===== config.mk =====
export PLATFORM = sky130hd
export DESIGN_NAME = arm_launch_sequencer_unit
export DESIGN_NICKNAME = d
export VERILOG_FILES = /design/src/hw/rtl/als_pkg.sv /design/src/hw/rtl/als_regs.sv /design/src/hw/rtl/als_core.sv /design/src/hw/rtl/arm_launch_sequencer_unit.sv
export SDC_FILE = /design/constraint.sdc
export NUM_CORES = 1
export LEC_CHECK = 0
export BUFFER_PORTS_ARGS = -buffer_cell sky130_fd_sc_hd__buf_2
export CAP_MARGIN = 20
export CORE_ASPECT_RATIO = 0.9
export CORE_UTILIZATION = 55
export DETAILED_ROUTE_END_ITERATION = 8
export GPL_ROUTABILITY_DRIVEN = 1
export PLACE_DENSITY = 0.82
export SLEW_MARGIN = 20
export SYNTH_ARGS = -nofsm -noshare
export SYNTH_HDL_FRONTEND = slang
export SYNTH_SLANG_ARGS = --single-unit

===== constraint.sdc =====
create_clock -name clk -period 2.4 [get_ports clk]
set_input_delay 0.36 -clock clk [delete_from_list [all_inputs] [get_ports clk]]
set_output_delay 0.36 -clock clk [all_outputs]
set_load 0.03 [all_outputs]

===== src/hw/rtl/als_pkg.sv =====
// als_pkg: shared types, register map and helpers for the arm/launch sequencer
// no dependencies; used by als_regs, als_core and arm_launch_sequencer_unit
package als_pkg;

  localparam int unsigned CountW   = 16;
  localparam int unsigned TickW    = 8;
  localparam int unsigned PhaseW   = 3;
  localparam int unsigned AddrW    = 5;
  localparam int unsigned DataW    = 32;

  localparam logic [CountW-1:0] CountMax = {CountW{1'b1}};

  // register reset values
  localparam logic [TickW-1:0]  TickMsRst       = 8'd33;
  localparam logic [CountW-1:0] ArmHoldMsRst    = 16'd500;
  localparam logic [CountW-1:0] ArmedWaitMsRst  = 16'd2000;
  localparam logic [CountW-1:0] LaunchHoldMsRst = 16'd500;
  localparam logic [CountW-1:0] AbortHoldMsRst  = 16'd100;
  localparam logic [CountW-1:0] AbortWaitMsRst  = 16'd1000;
  localparam logic [CountW-1:0] FireMsRst       = 16'd500;

  // register index (byte address / 4)
  typedef enum logic [2:0] {
    REG_TICK_MS        = 3'd0,
    REG_ARM_HOLD_MS    = 3'd1,
    REG_ARMED_WAIT_MS  = 3'd2,
    REG_LAUNCH_HOLD_MS = 3'd3,
    REG_ABORT_HOLD_MS  = 3'd4,
    REG_ABORT_WAIT_MS  = 3'd5,
    REG_FIRE_MS        = 3'd6
  } reg_idx_t;

  typedef enum logic [PhaseW-1:0] {
    PH_RESET       = 3'd0,
    PH_ARM_WAIT    = 3'd1,
    PH_ARMED       = 3'd2,
    PH_ARMED_DELAY = 3'd3,
    PH_ABORT_DELAY = 3'd4,
    PH_LAUNCH      = 3'd5
  } phase_t;

  typedef struct packed {
    logic [TickW-1:0]  tick_ms;
    logic [CountW-1:0] arm_hold_ms;
    logic [CountW-1:0] armed_wait_ms;
    logic [CountW-1:0] launch_hold_ms;
    logic [CountW-1:0] abort_hold_ms;
    logic [CountW-1:0] abort_wait_ms;
    logic [CountW-1:0] fire_ms;
  } cfg_t;

  typedef struct packed {
    phase_t            phase;
    logic [CountW-1:0] hold_count;
    logic [CountW-1:0] abort_count;
    logic              led;
    logic              valve;
  } seq_state_t;

  // saturating add of one tick to a count
  function automatic logic [CountW-1:0] sat_add(input logic [CountW-1:0] count,
                                                input logic [TickW-1:0]  tick);
    logic [CountW:0] sum;
    sum = {1'b0, count} + {{(CountW+1-TickW){1'b0}}, tick};
    return sum[CountW] ? CountMax : sum[CountW-1:0];
  endfunction

endpackage


===== src/hw/rtl/als_regs.sv =====
// als_regs: APB-style configuration register file for the sequencer timings
// depends on als_pkg
module als_regs (
  input  logic                       clk,
  input  logic                       rst,
  input  logic                       psel,
  input  logic                       penable,
  input  logic                       pwrite,
  input  logic [als_pkg::AddrW-1:0]  paddr,
  input  logic [als_pkg::DataW-1:0]  pwdata,
  output logic [als_pkg::DataW-1:0]  prdata,
  output logic                       pready,
  output als_pkg::cfg_t              cfg
);

  logic              wr_en;
  als_pkg::reg_idx_t idx;

  assign pready = 1'b1;
  assign wr_en  = psel && penable && pwrite;
  assign idx    = als_pkg::reg_idx_t'(paddr[als_pkg::AddrW-1:2]);

  // register writes
  always_ff @(posedge clk) begin
    if (rst) begin
      cfg.tick_ms        <= als_pkg::TickMsRst;
      cfg.arm_hold_ms    <= als_pkg::ArmHoldMsRst;
      cfg.armed_wait_ms  <= als_pkg::ArmedWaitMsRst;
      cfg.launch_hold_ms <= als_pkg::LaunchHoldMsRst;
      cfg.abort_hold_ms  <= als_pkg::AbortHoldMsRst;
      cfg.abort_wait_ms  <= als_pkg::AbortWaitMsRst;
      cfg.fire_ms        <= als_pkg::FireMsRst;
    end else if (wr_en) begin
      case (idx)
        als_pkg::REG_TICK_MS:        cfg.tick_ms        <= pwdata[als_pkg::TickW-1:0];
        als_pkg::REG_ARM_HOLD_MS:    cfg.arm_hold_ms    <= pwdata[als_pkg::CountW-1:0];
        als_pkg::REG_ARMED_WAIT_MS:  cfg.armed_wait_ms  <= pwdata[als_pkg::CountW-1:0];
        als_pkg::REG_LAUNCH_HOLD_MS: cfg.launch_hold_ms <= pwdata[als_pkg::CountW-1:0];
        als_pkg::REG_ABORT_HOLD_MS:  cfg.abort_hold_ms  <= pwdata[als_pkg::CountW-1:0];
        als_pkg::REG_ABORT_WAIT_MS:  cfg.abort_wait_ms  <= pwdata[als_pkg::CountW-1:0];
        als_pkg::REG_FIRE_MS:        cfg.fire_ms        <= pwdata[als_pkg::CountW-1:0];
        default: ;
      endcase
    end
  end

  // read mux
  always_comb begin
    case (idx)
      als_pkg::REG_TICK_MS:
        prdata = {{(als_pkg::DataW-als_pkg::TickW){1'b0}}, cfg.tick_ms};
      als_pkg::REG_ARM_HOLD_MS:
        prdata = {{(als_pkg::DataW-als_pkg::CountW){1'b0}}, cfg.arm_hold_ms};
      als_pkg::REG_ARMED_WAIT_MS:
        prdata = {{(als_pkg::DataW-als_pkg::CountW){1'b0}}, cfg.armed_wait_ms};
      als_pkg::REG_LAUNCH_HOLD_MS:
        prdata = {{(als_pkg::DataW-als_pkg::CountW){1'b0}}, cfg.launch_hold_ms};
      als_pkg::REG_ABORT_HOLD_MS:
        prdata = {{(als_pkg::DataW-als_pkg::CountW){1'b0}}, cfg.abort_hold_ms};
      als_pkg::REG_ABORT_WAIT_MS:
        prdata = {{(als_pkg::DataW-als_pkg::CountW){1'b0}}, cfg.abort_wait_ms};
      als_pkg::REG_FIRE_MS:
        prdata = {{(als_pkg::DataW-als_pkg::CountW){1'b0}}, cfg.fire_ms};
      default:
        prdata = '0;
    endcase
  end

endmodule


===== src/hw/rtl/als_core.sv =====
// als_core: sequencer state registers and per-tick next-state logic
// depends on als_pkg
module als_core (
  input  logic                 clk,
  input  logic                 rst,
  input  als_pkg::cfg_t        cfg,
  input  logic                 step,
  input  logic                 arm_level,
  input  logic                 launch_level,
  output als_pkg::seq_state_t  state_next
);

  als_pkg::seq_state_t state;
  logic                arm_pressed;
  logic                launch_pressed;
  logic [als_pkg::CountW-1:0] hold_inc;
  logic [als_pkg::CountW-1:0] abort_inc;

  assign arm_pressed    = ~arm_level;
  assign launch_pressed = ~launch_level;
  assign hold_inc       = als_pkg::sat_add(state.hold_count, cfg.tick_ms);
  assign abort_inc      = als_pkg::sat_add(state.abort_count, cfg.tick_ms);

  // state register, advanced once per tick
  always_ff @(posedge clk) begin
    if (rst) begin
      state.phase       <= als_pkg::PH_RESET;
      state.hold_count  <= '0;
      state.abort_count <= '0;
      state.led         <= 1'b0;
      state.valve       <= 1'b0;
    end else if (step) begin
      state <= state_next;
    end
  end

  // next state for one tick
  always_comb begin
    state_next = state;
    case (state.phase)
      als_pkg::PH_RESET: begin
        state_next.phase       = als_pkg::PH_ARM_WAIT;
        state_next.hold_count  = '0;
        state_next.abort_count = '0;
        state_next.led         = 1'b0;
        state_next.valve       = 1'b0;
      end
      als_pkg::PH_ARM_WAIT: begin
        if (state.hold_count >= cfg.arm_hold_ms) begin
          state_next.phase       = als_pkg::PH_ARMED_DELAY;
          state_next.hold_count  = '0;
          state_next.abort_count = '0;
        end else begin
          state_next.hold_count = arm_pressed ? hold_inc : '0;
        end
      end
      als_pkg::PH_ARMED_DELAY: begin
        state_next.led = 1'b1;
        if (state.hold_count >= cfg.armed_wait_ms) begin
          state_next.phase       = als_pkg::PH_ARMED;
          state_next.hold_count  = '0;
          state_next.abort_count = '0;
        end else begin
          state_next.hold_count = hold_inc;
        end
      end
      als_pkg::PH_ARMED: begin
        // launch wins when both holds complete together
        if (state.hold_count >= cfg.launch_hold_ms) begin
          state_next.phase       = als_pkg::PH_LAUNCH;
          state_next.hold_count  = '0;
          state_next.abort_count = '0;
        end else if (state.abort_count >= cfg.abort_hold_ms) begin
          state_next.phase       = als_pkg::PH_ABORT_DELAY;
          state_next.hold_count  = '0;
          state_next.abort_count = '0;
        end else begin
          state_next.hold_count  = launch_pressed ? hold_inc : '0;
          state_next.abort_count = arm_pressed ? abort_inc : '0;
        end
      end
      als_pkg::PH_ABORT_DELAY: begin
        state_next.led = 1'b0;
        if (state.hold_count >= cfg.abort_wait_ms) begin
          state_next.phase = als_pkg::PH_RESET;
        end else begin
          state_next.hold_count = hold_inc;
        end
      end
      als_pkg::PH_LAUNCH: begin
        state_next.valve = 1'b1;
        if (state.hold_count >= cfg.fire_ms) begin
          state_next.phase = als_pkg::PH_RESET;
        end else begin
          state_next.hold_count = hold_inc;
        end
      end
      default: begin
        state_next.phase = als_pkg::PH_RESET;
      end
    endcase
  end

endmodule


===== src/hw/rtl/arm_launch_sequencer_unit.sv =====
// arm_launch_sequencer_unit: top level of the arm/launch sequencer
// depends on als_pkg, als_regs, als_core
//
//   channel   direction  signals                                   role
//   tick in   input      in_valid/in_ready, arm_level, launch_level one timer tick
//   result    output     out_valid/out_ready, led_on, valve_on, phase drive after tick
//   config    apb        psel/penable/pwrite/paddr/pwdata/prdata   timing registers
//
// an accepted tick is held in the input register, then the sequencer next-state
// logic loads the result register, where its result is presented; one tick per
// cycle sustained while out_ready does not stall the result stage.
// the sequencer state advances as a tick moves from the input register into the
// result register, which is the only serial dependency between ticks.
// synchronous active-high rst clears control state and restores register defaults.
// a stalled result holds both stages; in_ready stays high while the input stage can drain.
module arm_launch_sequencer_unit (
  input  logic                              clk,
  input  logic                              rst,
  input  logic                              in_valid,
  output logic                              in_ready,
  input  logic                              arm_level,
  input  logic                              launch_level,
  output logic                              out_valid,
  input  logic                              out_ready,
  output logic                              led_on,
  output logic                              valve_on,
  output logic [als_pkg::PhaseW-1:0]        phase,
  input  logic                              psel,
  input  logic                              penable,
  input  logic                              pwrite,
  input  logic [als_pkg::AddrW-1:0]         paddr,
  input  logic [als_pkg::DataW-1:0]         pwdata,
  output logic [als_pkg::DataW-1:0]         prdata,
  output logic                              pready
);

  als_pkg::cfg_t       cfg;
  als_pkg::seq_state_t state_next;
  logic                stage_valid;
  logic                stage_arm;
  logic                stage_launch;
  logic                out_free;
  logic                step;

  assign out_free = !out_valid || out_ready;
  assign step     = stage_valid && out_free;
  assign in_ready = !stage_valid || out_free;

  als_regs u_regs (
    .clk     (clk),
    .rst     (rst),
    .psel    (psel),
    .penable (penable),
    .pwrite  (pwrite),
    .paddr   (paddr),
    .pwdata  (pwdata),
    .prdata  (prdata),
    .pready  (pready),
    .cfg     (cfg)
  );

  als_core u_core (
    .clk          (clk),
    .rst          (rst),
    .cfg          (cfg),
    .step         (step),
    .arm_level    (stage_arm),
    .launch_level (stage_launch),
    .state_next   (state_next)
  );

  // input stage valid
  always_ff @(posedge clk) begin
    if (rst) begin
      stage_valid <= 1'b0;
    end else if (in_ready) begin
      stage_valid <= in_valid;
    end
  end

  // input stage payload
  always_ff @(posedge clk) begin
    if (in_valid && in_ready) begin
      stage_arm    <= arm_level;
      stage_launch <= launch_level;
    end
  end

  // result stage valid
  always_ff @(posedge clk) begin
    if (rst) begin
      out_valid <= 1'b0;
    end else if (out_free) begin
      out_valid <= stage_valid;
    end
  end

  // result stage payload
  always_ff @(posedge clk) begin
    if (step) begin
      led_on   <= state_next.led;
      valve_on <= state_next.valve;
      phase    <= state_next.phase;
    end
  end

endmodule


==> impl_summary.txt <==
----------------------------------------------------
[Clock tree]
  Max H-tree Level ... 4
  Clock latency on the worst-skew pair ... 0.44 ns
  CTS max path bufs ... 2
  Number of buffers added by the clock tree synthesis step ... 17
  Clock root buffer ... sky130_fd_sc_hd__clkbuf_16
  Clock tree from TritonCTS ... done
  Register clock-pin slew on the reported worst setup and hold paths ... 0.06 ns
  CTS sink cnt ... 150

[Die]
  Starting utilization of the core area ... 56.99%
  Die outline width ... 142.2 um
  Standard cell core area ... 17060 sq um
  Number of cell rows ... 45
  I/O Pins ... 86
  Area of the die ... 18210 sq um
  Vertical die dimension ... 128.1 um

[Yosys]
  Ys Warns ... 0
  Cell taking the most area after synthesis ... sky130_fd_sc_hd__dfxtp_1
  Number of instances in the synthesized netlist ... 1204
  Cells taking the most area after synthesis ... sky130_fd_sc_hd__dfxtp_1 (29%), sky130_fd_sc_hd__ha_1 (14%), sky130_fd_sc_hd__nand2_1 (8.2%)
  Post-synthesis cell type count ... 73
  Number of synthesized flops with an enable pin ... 7
  Share of Yosys cell area claimed by the top area cell type ... 29.44%
  Synthesized flop and latch total ... 150
  Asr flop ratio synth ... 0%
  Average cell area after synthesis ... 8.076 sq um
  Main synth FF type ... sky130_fd_sc_hd__dfxtp_1
  Sequential-to-total area share from yosys stat ... 31.60%
  Cell area after synthesis ... 9723 sq um

[Final layout]
  Most used cells in the layout excluding fill and tap cells ... sky130_fd_sc_hd__nand2_1 (212), sky130_fd_sc_hd__buf_4 (183), sky130_fd_sc_hd__a21oi_1 (115)
  Fill cells ... 1024
  Area of the multi-input gates ... 6807 sq um
  Share of final-layout standard cells stronger than drive strength 1 ... 32.57%
  Final standard cell utilization of the core ... 77.75%
  Leading cell type in the layout, fill and taps excluded ... sky130_fd_sc_hd__nand2_1
  Post-synthesis to final-layout area growth ... 36.42%
  N_diodes ... 0
  Number of nets in the layout ... 1590
  Final non-filler cell area ... 13260 sq um
  Register area ... 3134 sq um

[Place]
  Sum of net half-perimeters after detailed placement ... 23600 um
  Buffers on Ports ... 50
  Worst setup slack after placement ... -0.3255 ns
  Routability congestion estimate ... 0.9557
  Total placed instance area ... 11460 sq um

[Job]
  Max-cap check violation count ... 0

[Timing]
  Setup violations, final ... 36
  Normalized max-slew margin ... 60.53%
  Layout Skew ... 0.01032 ns
  Hold violation count in the final report ... 0
  Tcrit/Tclk final ... 114.5%
  Worst Tran Pin Value ... 0.5921 ns
  Worst path setup slack after routing ... -0.3483 ns
  Final Slew Violations ... 0
  Unrepaired setup endpoints after global routing ... true
  Achievable clock frequency ... 0.3639 GHz
  Minimum clock period ... 2.748 ns

[GRT]
  Total global routing overflow ... 0
  All-Layer GR Usage ... 38.81%
  Number of global-route vias before repair ... 10040
  First-pass GRT wire length ... 53660 um
  Pin count of the biggest net entering global routing ... 51
  Initial antenna violation count ... 1

[Route]
  Pre-Repair DR Iteration Count ... 8
  Drc violations ... 0
  Via total after detailed routing ... 10790
  Iteration-0 DRC Markers ... 1319
  Total length of routed wires ... 37380 um
  Avg WL per Cell ... 22.27 um
  Final antenna-violating net count ... 0
  Average vias per placed instance ... 6.428

[Critical path]
  Arrival time of the worst setup path ... 3.12 ns
  Most used cell, CP ... sky130_fd_sc_hd__buf_6
  Critical path required time ... 2.77 ns
  Highest fanout seen on the critical path ... 6
  CP bufs+invs ... 4
  Critical path's slowest cell ... sky130_fd_sc_hd__dfxtp_4
  Series of cell instances along the critical path ... buf_6 > buf_4 > ha_4 > nor3_1 > a2111oi_4 > o21ai_1 > a31oi_2 > o211ai_4 > buf_6 > o2111ai_4 > buf_6 > o2bb2ai_2
  Cell type group with the largest total delay on the critical path ... compound AO/OA/AOI/OAI gates
  Critical path capture point type ... register
  Type of the worst setup path ... register to register
  Type of element launching the critical path ... register
  Delay contributed by the slowest stage of the critical path ... 0.36 ns

[Power and ir drop]
  Max IR drop VDD ... 0.0004588 V
  Leakage component of the power ... 5.632 nW
  Power density over the cells ... 453.8 nW/um^2
  Final Power ... 6.020 mW

[Worst hold path]
  Min-delay worst type ... input port to register

[Run status]
  Failing checks ... negative setup slack
  Run status ... finished, violations left

----------------------------------------------------
[cell usage after synthesis, drive strengths merged (7+ instances only)]
cell type,instances
edfxtp,7
nand2,213
nand4,14
xnor2,8
nand2b,7
nor3,13
a221oi,14
a21o,12
nand3,17
dfxtp,143
inv,106
o21a,9
o211ai,45
buf,30
a21oi,128
nor2,61
clkbuf,43
o2bb2ai,8
o21ai,54
mux2i,23
a31oi,9
a211oi,22
ha,112
[final timing paths]
kind         cells after the start                       endpoint                          start  slack, ns
max                             12  u_core.state[22]$_SDFFE_PP0P_  u_core.state[25]$_SDFFE_PP0P_      -0.35
min                              1         stage_launch$_DFFE_PP_                   launch_level        0.1
max reg2reg                     12  u_core.state[22]$_SDFFE_PP0P_  u_core.state[25]$_SDFFE_PP0P_      -0.35
min reg2reg                      2    u_regs.cfg[94]$_SDFFE_PP0P_    u_regs.cfg[94]$_SDFFE_PP0P_       0.46
[flip-flops by register name (all words and copies together), names as in the netlist]
signal and cells:
phase 3, u_core.state 37, u_regs.cfg 104, out_valid 1, stage_arm 1, led_on 1
stage_valid 1, stage_launch 1, valve_on 1
[cell families (layout without fill, tap and decap cells)]
group                      count (synthesis)  count (layout)  share of synthesized area (%)
other                                      2              17                        0.07724
DFF                                      150             150                          31.60
AOI/OAI and AO/OA                        358             358                          24.62
muxes                                     29              29                          3.758
adders and majority gates                114             114                          14.82
and+or+nand+nor                          361             361                          16.51
buffers and inverters                    180             404                          7.708
xor gates and xnor gates                  10              10                         0.9008
[final cells by class]
class / count / area share (%)
clock buffers: 23 / 3.688
inverters: 107 / 3.047
multi-input cells: 889 / 51.32
well taps: 235 / 2.217
repair buffers: 265 / 15.41
clock inverters: 9 / 0.6886
flip-flops and latches: 150 / 23.63
[worst reg2reg max path, cell delays in order, from the launching register on]
cell	delay [ns]
sky130_fd_sc_hd__dfxtp_4	0.36
sky130_fd_sc_hd__buf_6	0.14
sky130_fd_sc_hd__buf_4	0.17
sky130_fd_sc_hd__ha_4	0.16
sky130_fd_sc_hd__nor3_1	0.35
sky130_fd_sc_hd__a2111oi_4	0.14
sky130_fd_sc_hd__o21ai_1	0.24
sky130_fd_sc_hd__a31oi_2	0.12
sky130_fd_sc_hd__o211ai_4	0.35
sky130_fd_sc_hd__buf_6	0.16
sky130_fd_sc_hd__o2111ai_4	0.17
sky130_fd_sc_hd__buf_6	0.20
sky130_fd_sc_hd__o2bb2ai_2	0.13
[stage by stage]
| stage | cells | TNS, ns | hold WS, ns |
|---|---|---|---|
| 2_1_floorplan | 1219 | -0.02638 | 0.4363 |
| 3_3_place_gp | 1615 | -6.548 | 0.4428 |
| 3_5_place_dp | 1615 | -9.153 | 0.4535 |
| 4_1_cts | 1660 | -2.932 | 0.09457 |
| 5_1_grt | 1678 | -10.07 | 0.08775 |
| 6_report | 1678 | -7.820 | 0.09910 |
[metal layers]
| layer | track usage, % | vias up | wire (um) |
|---|---|---|---|
| li1 | - | 4736 | - |
| met1 | 50.36 | 4938 | 13860 |
| met2 | 60.76 | 894 | 16520 |
| met3 | 8.592 | 216 | 4653 |
| met4 | 19.35 | 2 | 2290 |
| met5 | 0 | - | 47 |
[power by group]
| part | total [mW] | internal [mW] | switching [mW] |
|---|---|---|---|
| clock network | 2.70 | 1.55 | 1.15 |
| registers | 2.56 | 2.53 | 0.0262 |
| logic | 0.759 | 0.275 | 0.484 |
[timing repair]
action                     in CTS  in global routing
buffers inserted               14                 21
gates resized for setup       134                 75
hold buffers                    0                  0
setup endpoints to repair      37                 36
gates cloned                    1                  0
pin swaps                      89                 36
Note: power is estimated with default switching activity, not from simulation.
